## config.mk

```make
export PLATFORM = sky130hd
export DESIGN_NAME = utf8_bmp_decoder_unit
export DESIGN_NICKNAME = d
export VERILOG_FILES = /design/src/hw/rtl/u8bmp_pkg.sv /design/src/hw/rtl/u8bmp_in_stage.sv /design/src/hw/rtl/u8bmp_decode.sv /design/src/hw/rtl/u8bmp_out_stage.sv /design/src/hw/rtl/utf8_bmp_decoder_unit.sv
export VERILOG_INCLUDE_DIRS = /design/src /design/src/hw/rtl
export SDC_FILE = /design/constraint.sdc
export NUM_CORES = 1
export LEC_CHECK = 0
export BUFFER_PORTS_ARGS = -buffer_cell sky130_fd_sc_hd__buf_2
export CORE_MARGIN = 2
export CORE_UTILIZATION = 60
export CTS_CLUSTER_SIZE = 24
export DETAILED_ROUTE_END_ITERATION = 10
export PLACE_DENSITY_LB_ADDON = 0.12
export SYNTH_ARGS = -nofsm -noshare
export SYNTH_HDL_FRONTEND = slang
export SYNTH_SLANG_ARGS = --single-unit
```

## constraint.sdc

```tcl
create_clock -name clk -period 4.3 [get_ports clk]
set_input_delay 0.645 -clock clk [delete_from_list [all_inputs] [get_ports clk]]
set_output_delay 0.645 -clock clk [all_outputs]
set_load 0.01 [all_outputs]
```

## src/hw/rtl/utf8_bmp_decoder_unit_defines.svh

```systemverilog
// Assertion macros for the UTF-8 BMP decoder unit.
// Used by the top level only; expects clk and rst_n in scope.
`ifndef UTF8_BMP_DECODER_UNIT_DEFINES_SVH
`define UTF8_BMP_DECODER_UNIT_DEFINES_SVH

// same-cycle implication, disabled during reset
`define U8B_ASSERT_NOW(label, ante, cons, msg) \
    label: assert property (@(posedge clk) disable iff (!rst_n) (ante) |-> (cons)) \
        else $error(msg);

// next-cycle implication, disabled during reset
`define U8B_ASSERT_NEXT(label, ante, cons, msg) \
    label: assert property (@(posedge clk) disable iff (!rst_n) (ante) |=> (cons)) \
        else $error(msg);

`endif

```

## src/hw/rtl/u8bmp_pkg.sv

```systemverilog
// Shared types and constants for the UTF-8 BMP decoder unit.
// No dependencies; imported by every module of the block.
`timescale 1ns / 1ps
`default_nettype none

package u8bmp_pkg;

    // result status codes
    localparam logic [2:0] ST_CHAR     = 3'd0;
    localparam logic [2:0] ST_END      = 3'd1;
    localparam logic [2:0] ST_BAD_CONT = 3'd2;
    localparam logic [2:0] ST_OVERLONG = 3'd3;
    localparam logic [2:0] ST_BAD_LEAD = 3'd4;

    // smallest legal values of multi-byte forms
    localparam logic [15:0] MIN_TWO_BYTE   = 16'h0080;
    localparam logic [15:0] MIN_THREE_BYTE = 16'h0800;

    // decoder phase, one-hot
    typedef enum logic [3:0] {
        PH_LEAD       = 4'b0001,
        PH_TWO_LAST   = 4'b0010,
        PH_THREE_MID  = 4'b0100,
        PH_THREE_LAST = 4'b1000
    } phase_t;

    // input word: one byte of the string
    typedef struct packed {
        logic [7:0] data_byte;
        logic       string_start;
    } in_word_t;

    // output word: one decoded result
    typedef struct packed {
        logic [15:0] code_point;
        logic [2:0]  status;
    } out_word_t;

    // decode stage to result register
    typedef struct packed {
        logic      emit;
        out_word_t word;
    } result_t;

endpackage

`default_nettype wire

```

## src/hw/rtl/u8bmp_in_stage.sv

```systemverilog
// Input register of the UTF-8 BMP decoder: holds one accepted byte word.
// Depends on u8bmp_pkg.
`timescale 1ns / 1ps
`default_nettype none

module u8bmp_in_stage
    import u8bmp_pkg::*;
(
    input  wire logic     clk,
    input  wire logic     rst_n,
    input  wire logic     byte_valid,
    output logic          byte_stall,
    input  wire in_word_t byte_word,
    input  wire logic     step,
    output logic          pend_valid,
    output in_word_t      pend_word
);

    logic     valid_reg;
    logic     valid_next;
    in_word_t word_reg;
    logic     accept;

    // take a new word whenever the held one leaves or none is held
    assign byte_stall = valid_reg && !step;
    assign accept     = byte_valid && !byte_stall;

    always_comb
    begin
        if (accept)
        begin
            valid_next = 1'b1;
        end
        else if (step)
        begin
            valid_next = 1'b0;
        end
        else
        begin
            valid_next = valid_reg;
        end
    end

    always_ff @(posedge clk or negedge rst_n)
    begin
        if (!rst_n)
        begin
            valid_reg <= 1'b0;
        end
        else
        begin
            valid_reg <= valid_next;
        end
    end

    // payload, no reset
    always_ff @(posedge clk)
    begin
        if (accept)
        begin
            word_reg <= byte_word;
        end
    end

    assign pend_valid = valid_reg;
    assign pend_word  = word_reg;

endmodule

`default_nettype wire

```

## src/hw/rtl/u8bmp_decode.sv

```systemverilog
// Decode stage of the UTF-8 BMP decoder: sequence state and per-byte logic.
// Depends on u8bmp_pkg.
`timescale 1ns / 1ps
`default_nettype none

module u8bmp_decode
    import u8bmp_pkg::*;
(
    input  wire logic     clk,
    input  wire logic     rst_n,
    input  wire logic     step,
    input  wire in_word_t pend_word,
    output result_t       result
);

    phase_t      phase_reg;
    phase_t      phase_next;
    logic [15:0] partial_reg;
    logic [15:0] partial_next;
    logic        halted_reg;
    logic        halted_next;

    phase_t      phase_cur;
    logic [15:0] partial_cur;
    logic        halted_cur;
    logic [7:0]  b;
    logic        is_cont;
    logic [15:0] joined;

    assign b       = pend_word.data_byte;
    assign is_cont = (b[7:6] == 2'b10);
    assign joined  = partial_cur | {10'b0, b[5:0]};

    // string start clears partial sequence and halt before decoding
    always_comb
    begin
        if (pend_word.string_start)
        begin
            phase_cur   = PH_LEAD;
            partial_cur = 16'h0000;
            halted_cur  = 1'b0;
        end
        else
        begin
            phase_cur   = phase_reg;
            partial_cur = partial_reg;
            halted_cur  = halted_reg;
        end
    end

    // per-byte decode
    always_comb
    begin
        phase_next             = phase_cur;
        partial_next           = partial_cur;
        halted_next            = halted_cur;
        result.emit            = 1'b0;
        result.word.code_point = 16'h0000;
        result.word.status     = ST_CHAR;

        if (!halted_cur)
        begin
            case (phase_cur)
                PH_LEAD:
                begin
                    if (b == 8'h00)
                    begin
                        result.emit        = 1'b1;
                        result.word.status = ST_END;
                    end
                    else if (!b[7])
                    begin
                        result.emit            = 1'b1;
                        result.word.code_point = {8'h00, b};
                    end
                    else if (b[7:5] == 3'b110)
                    begin
                        partial_next = {5'b0, b[4:0], 6'b0};
                        phase_next   = PH_TWO_LAST;
                    end
                    else if (b[7:4] == 4'b1110)
                    begin
                        partial_next = {b[3:0], 12'b0};
                        phase_next   = PH_THREE_MID;
                    end
                    else
                    begin
                        result.emit        = 1'b1;
                        result.word.status = ST_BAD_LEAD;
                    end
                end
                PH_TWO_LAST:
                begin
                    result.emit = 1'b1;
                    if (!is_cont)
                    begin
                        result.word.status = ST_BAD_CONT;
                    end
                    else if (joined < MIN_TWO_BYTE)
                    begin
                        result.word.status = ST_OVERLONG;
                    end
                    else
                    begin
                        result.word.code_point = joined;
                    end
                    phase_next   = PH_LEAD;
                    partial_next = 16'h0000;
                end
                PH_THREE_MID:
                begin
                    if (!is_cont)
                    begin
                        result.emit        = 1'b1;
                        result.word.status = ST_BAD_CONT;
                    end
                    else
                    begin
                        partial_next = partial_cur | {4'b0, b[5:0], 6'b0};
                        phase_next   = PH_THREE_LAST;
                    end
                end
                PH_THREE_LAST:
                begin
                    result.emit = 1'b1;
                    if (!is_cont)
                    begin
                        result.word.status = ST_BAD_CONT;
                    end
                    else if (joined < MIN_THREE_BYTE)
                    begin
                        result.word.status = ST_OVERLONG;
                    end
                    else
                    begin
                        result.word.code_point = joined;
                    end
                    phase_next   = PH_LEAD;
                    partial_next = 16'h0000;
                end
                default:
                begin
                    phase_next   = PH_LEAD;
                    partial_next = 16'h0000;
                end
            endcase

            // any end or error halts and drops the partial sequence
            if (result.emit && (result.word.status != ST_CHAR))
            begin
                halted_next  = 1'b1;
                phase_next   = PH_LEAD;
                partial_next = 16'h0000;
            end
        end
    end

    // state advances only when the held word is consumed
    always_ff @(posedge clk or negedge rst_n)
    begin
        if (!rst_n)
        begin
            phase_reg   <= PH_LEAD;
            partial_reg <= 16'h0000;
            halted_reg  <= 1'b0;
        end
        else if (step)
        begin
            phase_reg   <= phase_next;
            partial_reg <= partial_next;
            halted_reg  <= halted_next;
        end
    end

endmodule

`default_nettype wire

```

## src/hw/rtl/u8bmp_out_stage.sv

```systemverilog
// Result register of the UTF-8 BMP decoder: holds one result word for the sink.
// Depends on u8bmp_pkg.
`timescale 1ns / 1ps
`default_nettype none

module u8bmp_out_stage
    import u8bmp_pkg::*;
(
    input  wire logic    clk,
    input  wire logic    rst_n,
    input  wire logic    step,
    input  wire result_t result,
    output logic         out_ready,
    output logic         char_valid,
    input  wire logic    char_stall,
    output out_word_t    char_word
);

    logic      valid_reg;
    logic      valid_next;
    out_word_t word_reg;
    logic      load;

    // free when empty or when the held word is taken this cycle
    assign out_ready = !valid_reg || !char_stall;
    assign load      = step && result.emit;

    always_comb
    begin
        if (out_ready)
        begin
            valid_next = load;
        end
        else
        begin
            valid_next = valid_reg;
        end
    end

    always_ff @(posedge clk or negedge rst_n)
    begin
        if (!rst_n)
        begin
            valid_reg <= 1'b0;
        end
        else
        begin
            valid_reg <= valid_next;
        end
    end

    // payload, no reset
    always_ff @(posedge clk)
    begin
        if (load)
        begin
            word_reg <= result.word;
        end
    end

    assign char_valid = valid_reg;
    assign char_word  = word_reg;

endmodule

`default_nettype wire

```

## src/hw/rtl/utf8_bmp_decoder_unit.sv

```systemverilog
// UTF-8 BMP decoder unit: top level.
// Depends on u8bmp_pkg, u8bmp_in_stage, u8bmp_decode, u8bmp_out_stage.
//
// Usage:
//   Byte channel (byte_valid, byte_stall, byte_word): one UTF-8 byte per word,
//   with string_start set on the first byte of a new string.
//   Char channel (char_valid, char_stall, char_word): one result word per
//   character, end mark or error; bytes inside a sequence give no word.
//   A word moves when valid is high and stall is low at a clock edge.
//   A byte is accepted into the input register; its result goes to the result
//   register, which drives char_word (two register stages: input register,
//   result register). Throughput: one byte per cycle while the sink does not
//   stall; the decode is a single pass of shallow logic between the registers.
//   After an end or an error the unit drops bytes, giving no words, until a
//   byte with string_start set arrives.
//   Reset (rst_n low, asynchronous) empties both registers and returns the
//   decoder to waiting for a lead byte, not halted.
//   When the sink stalls, the result register holds its word; one more byte
//   is held in the input register, then byte_stall rises.
`timescale 1ns / 1ps
`default_nettype none

`include "utf8_bmp_decoder_unit_defines.svh"

module utf8_bmp_decoder_unit
    import u8bmp_pkg::*;
(
    input  wire logic     clk,
    input  wire logic     rst_n,
    input  wire logic     byte_valid,
    output logic          byte_stall,
    input  wire in_word_t byte_word,
    output logic          char_valid,
    input  wire logic     char_stall,
    output out_word_t     char_word
);

    logic     pend_valid;
    in_word_t pend_word;
    logic     out_ready;
    logic     step;
    result_t  result;

    // held byte is decoded when the result register can take its result
    assign step = pend_valid && out_ready;

    u8bmp_in_stage u_in_stage (
        .clk        (clk),
        .rst_n      (rst_n),
        .byte_valid (byte_valid),
        .byte_stall (byte_stall),
        .byte_word  (byte_word),
        .step       (step),
        .pend_valid (pend_valid),
        .pend_word  (pend_word)
    );

    u8bmp_decode u_decode (
        .clk       (clk),
        .rst_n     (rst_n),
        .step      (step),
        .pend_word (pend_word),
        .result    (result)
    );

    u8bmp_out_stage u_out_stage (
        .clk        (clk),
        .rst_n      (rst_n),
        .step       (step),
        .result     (result),
        .out_ready  (out_ready),
        .char_valid (char_valid),
        .char_stall (char_stall),
        .char_word  (char_word)
    );

    // checks
    `U8B_ASSERT_NOW(a_err_zero_cp, char_valid && (char_word.status != ST_CHAR), char_word.code_point == 16'h0000, "error or end result with nonzero code point")
    `U8B_ASSERT_NOW(a_status_legal, char_valid, char_word.status <= ST_BAD_LEAD, "result status out of range")
    `U8B_ASSERT_NOW(a_stall_cause, byte_stall, pend_valid && char_valid && char_stall, "byte stall without a full pipeline")
    `U8B_ASSERT_NEXT(a_step_loads, step && result.emit, char_valid, "emitted result did not reach the output")

endmodule

`default_nettype wire

```

# Word-level counts from Yosys, hierarchy flattened
# Cells that the tools add are included.
[totals]
out_inout_bits = 21
wordCells = 83
mem_count = 0
reg_bits = 51
input_bits = 13
latch_bits = 0
mem_bits_ro = 0
ram_bits = 0
[classes]
eq_ne = 7
n_lt_le_gt_ge = 2
reduce_logical = 14
n_addsub = 0
mux = 49
n_mul = 0
shifts = 0
bitwise = 2
div = 0
[op_table]
columns = ["operator", "count"]
rows = [
  ["2-to-1 mux 16 bit", 13],
  ["case mux 16 bit (3 select lines)", 1],
  ["2-to-1 mux 4 bit", 8],
  ["case mux 16 bit (2 select lines)", 1],
  ["2-to-1 mux 3 bit", 7],
  ["2-to-1 mux 20 bit", 1],
  ["< comparator 16 x 12 -> 1 bit (second input constant)", 1],
  ["< comparator 16 x 8 -> 1 bit (second input constant)", 1],
  ["bitwise OR 16 x 12 -> 16 bit", 1],
  ["bitwise OR 16 x 6 -> 16 bit", 1],
  ["case mux 3 bit (4 select lines)", 1],
  ["2-to-1 mux 1 bit", 11],
  ["equality test 4 bit (second input constant)", 2],
  ["logical NOT 8 bit", 1],
  ["case mux 4 bit (2 select lines)", 1],
  ["2-to-1 mux 7 bit", 1],
  ["2-to-1 mux 2 bit", 3],
  ["logical AND 1 bit", 5],
  ["equality test 4 x 1 -> 1 bit (second input constant)", 1],
  ["equality test 4 x 2 -> 1 bit (second input constant)", 1],
  ["equality test 4 x 3 -> 1 bit (second input constant)", 1],
  ["logical NOT 1 bit", 4],
  ["equality test 3 bit (second input constant)", 1],
  ["case mux 1 bit (3 select lines)", 1],
  ["other kinds (5)", 5],
]

# Depth between registers and ports, before layout
# Gate-level depths: netlist (run 1).
[logic_depth]
depth_word = 11
depth_mapped = 7
ltp_nobuf = 5

# Modules after synthesis
# From an unflattened synthesis (run 1), not the netlist that was laid out.
[unflattened]
hier_cells = 205
hier_area_um2 = 2343.5
[modules_own_cells]
columns = ["mod", "area_per_inst_um2", "seq_area_each_um2", "n_inst", "cells_each"]
rows = [
  ["u8bmp_decode", 1395.1, 526.8, 1, 167],
  ["u8bmp_out_stage", 614.3, 595.6, 1, 23],
  ["u8bmp_in_stage", 327.8, 295.3, 1, 14],
  ["utf8_bmp_decoder_unit", 6.3, 0.0, 1, 1],
]

# Worst setup path before layout (run 1)
# No wires, ideal clock.
[synth_timing]
kind = "register to register"
startpoint = "reg u_decode.phase_reg[0]"
endpoint = "reg u_decode.partial_reg[12]"
path_stages_with_launch = 7
setup_slack_ns = 2.297
path_buffers = 1
t_required_ns = 4.179
setup_time_ns = 0.121
t_arrival_ns = 1.882
cell_sequence = "dfstp_2 -> or4b_4 -> and2_4 -> o221ai_2 -> o31ai_4 -> buf_6 -> a22o_1"
[synth_via]
elab_chain_len = 8
word_cells_on_any_way = 15
[synth_lines]
columns = ["element", "line_no", "rtl"]
rows = [
  ["start: declaration", "u8bmp_decode.sv:16", "phase_t phase_reg;"],
  ["start signal: assignment", "u8bmp_decode.sv:169", "phase_reg <= phase_next;"],
  ["2-to-1 mux 4 bit (*)", "u8bmp_decode.sv:37", "if (pend_word.string_start)"],
  ["equality test 4 bit (tied with other cells)", "u8bmp_decode.sv:63", "case (phase_cur)"],
  ["case mux 3 bit (4 select lines) / OR reduction 2 bit (equally long branches)", "-", ""],
  ["2-to-1 mux 3 bit / case mux 1 bit (3 select lines) (equally long branches)", "u8bmp_decode.sv:61, u8bmp_decode.sv:63", ""],
  ["nonzero test 3 bit / 2-to-1 mux 1 bit (equally long branches)", "u8bmp_decode.sv:149, u8bmp_decode.sv:61", ""],
  ["logical AND 1 bit", "u8bmp_decode.sv:149", "if (result.emit && (result.word.status != ST_CHAR))"],
  ["2-to-1 mux 16 bit (*)", "u8bmp_decode.sv:149", ""],
  ["2-to-1 mux 16 bit (*)", "u8bmp_decode.sv:61", "if (!halted_cur)"],
  ["end signal: assignment", "u8bmp_decode.sv:170", "partial_reg <= partial_next;"],
  ["end: declaration", "u8bmp_decode.sv:18", "logic [15:0] partial_reg;"],
]
# Every way passes the cells marked *; elsewhere a longest branch is shown, timed or not. The select of a mux whose other input is x is not followed.
# A chain may end at the register's enable or synchronous reset.

# Worst setup path after layout (run 1)
[layout_timing]
startpoint = "reg u_in_stage.word_reg (netlist bit u_in_stage.pend_word[0])"
endpoint = "reg u_out_stage.word_reg (netlist bit u_out_stage.char_word[6]) (data pin)"
[layout_via]
elab_chain_len = 6
word_cells_on_any_way = 14
[layout_lines]
columns = ["element", "line_no", "rtl"]
rows = [
  ["start: declaration", "u8bmp_in_stage.sv:21", "in_word_t word_reg;"],
  ["start signal: assignment", "u8bmp_in_stage.sv:61", "word_reg <= byte_word;"],
  ["2-to-1 mux 16 bit", "u8bmp_decode.sv:37", ""],
  ["bitwise OR 16 x 6 -> 16 bit", "u8bmp_decode.sv:32", "assign joined = partial_cur | {10'b0, b[5:0]};"],
  ["< comparator 16 x 12 -> 1 bit / < comparator 16 x 8 -> 1 bit (equally long branches)", "u8bmp_decode.sv:130, u8bmp_decode.sv:99", ""],
  ["2-to-1 mux 16 bit, on equally long branches", "u8bmp_decode.sv:130, u8bmp_decode.sv:99", ""],
  ["2-to-1 mux 16 bit, on equally long branches", "u8bmp_decode.sv:126, u8bmp_decode.sv:95", ""],
  ["case mux 16 bit (3 select lines)", "u8bmp_decode.sv:63", ""],
  ["end signal: assignment", "u8bmp_out_stage.sv:57", "word_reg <= result.word;"],
  ["end: declaration", "u8bmp_out_stage.sv:21", "out_word_t word_reg;"],
]
# Several ways; a longest one is shown, not always the timed one.

==> results.md, run 1 <==
- FMAX: 0.407 GHz
- Area of the die: 4410 um^2
- Vias: 1625
- # IOs: 34
- Detail Route Antenna Nets: 0
- Die height: 66.4 um
- Most common library cell in the layout ignoring fill and taps: buf_2
- Worst Max-Slew Pin Slew: slightly below 800 ps
- Layout fillers: 272
- Top FF cell, synth: edfxtp_1
- CORE AREA: 3690 um^2
- CP Launch Type: register
- Maximum level of the CTS H-tree: 2
- # Post-CTS Setup Buffers: 0
- DRC Markers: 0
- Num CTS Buffers: 5
- Dpl hpwl: 3550 um
- Commonest non-fill, non-tap cells in the layout: buf_2 (33), edfxtp_1 (28), dfrtp_1 (22)
- TNS Setup: 0 ps
- Worst Skew: 11.4 ps
- GRT Total Usage: 25.1%
- Post-synth top area share: between 30 and 40%
- Floorplan row count: 22
- Crit Path Class: register to register
- Post-synthesis cell type count: 50
- RSZ-0062 raised after global routing: false
- Clock transition at path regs: about 100 ps
- Hold WC Path Type: input port to async pin
- Number of synthesis warnings: 0
- Largest net degree at the start of global routing: 24
- Status: completed
- Top cell type by total area after synthesis: edfxtp_1
- Total grt overflow: 0
- Req. time, crit path: 4480 ps
- Worst-Skew Late Latency: 310 ps
- Layout area overhead: 12.0%
- Die X: 66.4 um
- DRT Pass-1 Iters: 4
- Sequential area share after synthesis: 60.7%
- Top post-synthesis cells by area: edfxtp_1 (36%), dfrtp_1 (24%), a22o_1 (6.0%), and2_1 (4.8%), a21oi_1 (1.9%)
- PD cells: approximately 490 nW/um^2
- CTS Sinks: just over 50
- 1st-iter DRT viols: around 150
- #FFs+latches synth: 51
- ANT cells: 0
- Avg Cell Area, Syn: between 10 and 15 um^2
- Cells resized by post-CTS repair: 0
- Post-Syn Area: 2340 um^2
- Hold buffers post-CTS: 0
- Port bufs: 33
- Initial Utilization: approximately 63%
- Syn Inst Count: 184
- Fin util: roughly 71%
- Max cap viols: 0
- Largest register FFs: 19
- Fin nets: 230
- Post-Route WL: 4860 um
- Critical path's largest stage delay: 640 ps
- WP data arrival: 2630 ps
- Slew Viols, Final: 0
- Critical path, cell by cell: nor3_1, and2_1, o221ai_1, nor2_1, a22o_1
- Final hold vios: 0
- Global-route wire length before repair: 7920 um
- Peak supply drop: 0.352 mV
- Worst path slowest cell: nor2_1
- Final min period: 2450 ps
- Post-synth EDFFs: 28
- Routed WL per cell: 18.3 um
- CTS Buffer Depth: 2
- Antenna violations before repair: 0
- Period utilization: 57.1%
- Worst slew margin: a little under half
- Worst setup EP type: register
- Vias per Instance: between 6 and 7
- Vias in the first global route: ~1600
- Layout cell share with drive strength beyond 1: 24.8%
- Root buffer cell: clkbuf_8
- P_leak: roughly 1.1 nW
- Hold slack: 291 ps
- Ys async rst share: between 40% and 50%
- CP Max Fanout: 12
- Final setup fails: 0
- Routability cong.: around 0.91
- Net count after synthesis: 197
- CTS tree: done
[layout make-up]
class | instances | area [um^2] | area share (%)
sequential | 51 | 1420 | 54.2
multi-input combinational | 121 | 858 | 32.8
timing repair buffer | 33 | 165 | 6.31
clock buffer | 5 | 68.8 | 2.63
tap | 48 | 60.1 | 2.30
clock inverter | 3 | 27.5 | 1.05
inverter | 5 | 18.8 | 0.717
[stage by stage]
step	total power [mW]	instance area [um^2]	worst slack [ps]	instances
2_1_floorplan	0.885	2340	2300	184
3_3_place_gp	0.985	2520	1990	258
3_5_place_dp	0.991	2520	1890	258
4_1_cts	1.28	2620	1870	266
5_1_grt	1.33	2620	1670	266
6_report	1.27	2620	1850	266
[per-layer routing]
metal | share of wire [%] | track usage (%)
met1 | 42 | 36.2
met2 | 48 | 38.5
met4 | 1.2 | 8.42
met3 | 8.5 | 4.94
met5 | 0 | 0
[power breakdown]
group          switching, mW  internal [mW]  total (mW)
clock network          0.169          0.120       0.289
logic                  0.193          0.123       0.316
registers             0.0613          0.608       0.669
total                  0.423          0.851        1.27
[worst max-delay path, delay by kind of cell (launching register included)]
kind	cells	cell delay, ps
AO/OA/AOI/OAI	2	420
flip-flops	1	540
AND/OR/NAND/NOR	3	1350
[final timing paths]
check,from,to,slack (ps),cells past startpoint
max,u_in_stage.pend_word[0],u_out_stage.char_word[6],1850,5
max reg2reg,u_in_stage.pend_word[0],u_out_stage.char_word[6],1850,5
max in group asynchronous,rst_n,u_decode.phase_reg[0],3640,1
min reg2reg,u_decode.partial_reg[5],u_decode.partial_reg[5],500,1
min,rst_n,u_decode.phase_reg[2],290,1
min in group clk,u_decode.partial_reg[5],u_decode.partial_reg[5],500,1
[kinds of logic after synthesis]
| family | count (synthesis) | share of synthesized area (%) |
|---|---|---|
| flops | 51 | 60.7 |
| compound gates | 47 | 16.8 |
| buf+inv | 12 | 2.57 |
| simple gates | 70 | 18.3 |
| xor+xnor | 2 | 0.750 |
| mux | 2 | 0.911 |
[cell usage after synthesis (2+ instances only)]
cell type	instances
edfxtp_1	28
dfrtp_1	22
and2_1	18
a22o_1	16
nand2_1	10
a21oi_1	9
nor2_1	9
inv_1	4
nand2b_1	4
nor3_1	4
nor4_1	4
a21o_1	3
buf_2	3
nand3_1	3
nor3b_1	3
o21ai_0	3
and3_1	2
clkbuf_1	2
nor4b_1	2
o211ai_1	2
o221ai_2	2
or3b_1	2
xor2_1	2
Note: power is estimated with default switching activity, not from simulation.
==> inputs of run 2 (changes only) <==
--- a/config.mk
+++ b/config.mk
@@ -8,7 +8,7 @@
 export LEC_CHECK = 0
 export BUFFER_PORTS_ARGS = -buffer_cell sky130_fd_sc_hd__buf_2
 export CORE_MARGIN = 2
-export CORE_UTILIZATION = 60
+export CORE_UTILIZATION = 51
 export CTS_CLUSTER_SIZE = 24
 export DETAILED_ROUTE_END_ITERATION = 10
 export PLACE_DENSITY_LB_ADDON = 0.12
==> constraint.sdc (replaced) <==
create_clock -name clk -period 2 [get_ports clk]
set_input_delay 0.3 -clock clk [delete_from_list [all_inputs] [get_ports clk]]
set_output_delay 0.3 -clock clk [all_outputs]
set_load 0.01 [all_outputs]
==> results.md, run 2 (synthesis gave the netlist of run 1 again) <==
- Slew Viols, Final: 0
- Total grt overflow: 0
- Crit path buf inv count: 1
- Fin nets: 269
- Worst setup EP type: register
- CTS tree: done
- DRT Pass-1 Iters: 5
- Placed Area: between 2000 and 3000 um^2
- WP data arrival: roughly 2300 ps
- Num CTS Buffers: 5
- Critical path, cell by cell: or4b_4, a21oi_2, mux2i_1, nor4b_2, buf_4, a22o_1
- RSZ-0062 raised after global routing: true
- Vias in the first global route: around 1800
- Largest net degree at the start of global routing: 24
- DRC Markers: 0
- # IOs: 34
- CORE AREA: 4380 um^2
- CTS Sinks: 51
- CP delay by family, top: simple AND/OR/NAND/NOR gates
- Vias: 1830
- Routed WL per cell: 18.0 um
- Routability cong.: 1.01
- CP Launch Type: register
- Die height: 71.7 um
- PD cells: 1050 nW/um^2
- Worst path slowest cell: dfstp_2
- Root buffer cell: clkbuf_8
- Max cap viols: 0
- Global-route wire length before repair: 8930 um
- CP Max Fanout: 4
- CTS Buffer Depth: 2
- 1st-iter DRT viols: between 150 and 200
- Status: finished, violations left
- Clock transition at path regs: around 100 ps
- Failing checks: setup timing
- Power, Total: 3.26 mW
- Hold WC Path Type: input port to register
- Worst Skew: 10.4 ps
- GRT Total Usage: 23.2%
- Antenna violations before repair: 0
- FMAX: ~0.48 GHz
- Largest register FFs: 19
- Worst-Skew Late Latency: 310 ps
- Port bufs: 33
- Dpl hpwl: a little over 4000 um
- Finished Cell Area: 3090 um^2
- Commonest non-fill, non-tap cells in the layout: buf_2 (33), buf_4 (33), edfxtp_1 (28)
- Final setup fails: 15
- Detail Route Antenna Nets: 0
- Layout cell share with drive strength beyond 1: roughly 42%
- Vias per Instance: roughly 6
- ANT cells: 0
- Setup ws final: -66.3 ps
- Critical path's largest stage delay: roughly 550 ps
- Layout area overhead: 32.4%
- Maximum level of the CTS H-tree: 2
- Req. time, crit path: 2250 ps
- Final min period: 2070 ps
- Worst Max-Slew Pin Slew: 528 ps
- Post-Route WL: 5550 um
- Crit Path Class: register to register
- Period utilization: 103%
- Floorplan row count: 24
- Die X: 71.7 um
- Area of the die: 5140 um^2
- Worst slew margin: 64.8%
- Final hold vios: 0
- Peak supply drop: 0.778 mV
- Initial Utilization: around 53%
- P_leak: approximately 1.3 nW
==> run 2: changes by cell type in the layout (fill, tap and decap cells not counted), moves of 2 or more <==
cell	previous run	this run
a21oi_2	0	2
dfrtp_1	22	20
and2_4	1	4
buf_12	0	2
buf_6	0	3
and2_1	18	15
nor3_1	4	2
buf_4	0	33
a21oi_1	9	7
dfrtp_2	0	2
bufinv_16	0	2
==> run 2: final timing paths <==
check	startpoint	endpoint	slack, ps	cells after the start
max	u_decode.phase_reg[0]	u_decode.partial_reg[8]	-70	6
min	byte_word[2]	u_in_stage.pend_word[2]	170	1
max reg2reg	u_decode.phase_reg[0]	u_decode.partial_reg[8]	-70	6
min reg2reg	u_decode.partial_reg[1]	u_decode.partial_reg[1]	500	1
max in group asynchronous	rst_n	u_decode.phase_reg[1]	1120	2
min in group asynchronous	rst_n	u_decode.phase_reg[3]	490	2
==> run 2: per-layer routing <==
layer	global-route usage [%]	up-vias	wire (um)	share of wire [%]
met5	0	-	0	0
met4	7.13	0	93	1.7
met3	5.34	10	349	6.3
met2	38.2	79	2750	50
met1	30.8	892	2360	42
li1	-	849	-	-
==> run 2: layout make-up <==
class | count | area [um^2]
Sequential cell | 51 | 1420
Fill cell | 319 | 1290
Multi-Input combinational cell | 121 | 947
Timing Repair Buffer | 72 | 497
Clock inverter | 3 | 71.3
Clock buffer | 5 | 68.8
Tap cell | 52 | 65.1
Inverter | 5 | 22.5
==> run 2: repair_timing <==
action / 4_1_cts / 5_1_grt
endpoints found under the hold margin: 22 / 0
setup endpoints to repair: 22 / 47
hold buffers: 1 / 0
resized for setup: 2 / 21
pin swaps: 0 / 4
setup buffers: 1 / 6
==> run 2: report_power, final <==
part	total (mW)	switching (mW)	internal, mW
Combinational	0.982	0.526	0.456
Clock	0.864	0.356	0.508
Sequential	1.41	0.104	1.31
==> run 2: through the flow <==
step	setup TNS, ps	hold slack (ps)	utilization (%)	std cells	worst slack, ps
3_5_place_dp	-402	306	63.9	294	-69.4
3_3_place_gp	-193	294	63.9	294	-44.2
6_report	-579	168	70.5	309	-66.3
5_1_grt	-1160	153	70.5	309	-89.5
2_1_floorplan	0	4.41	-	184	8.28
4_1_cts	-708	161	67.8	304	-58.4
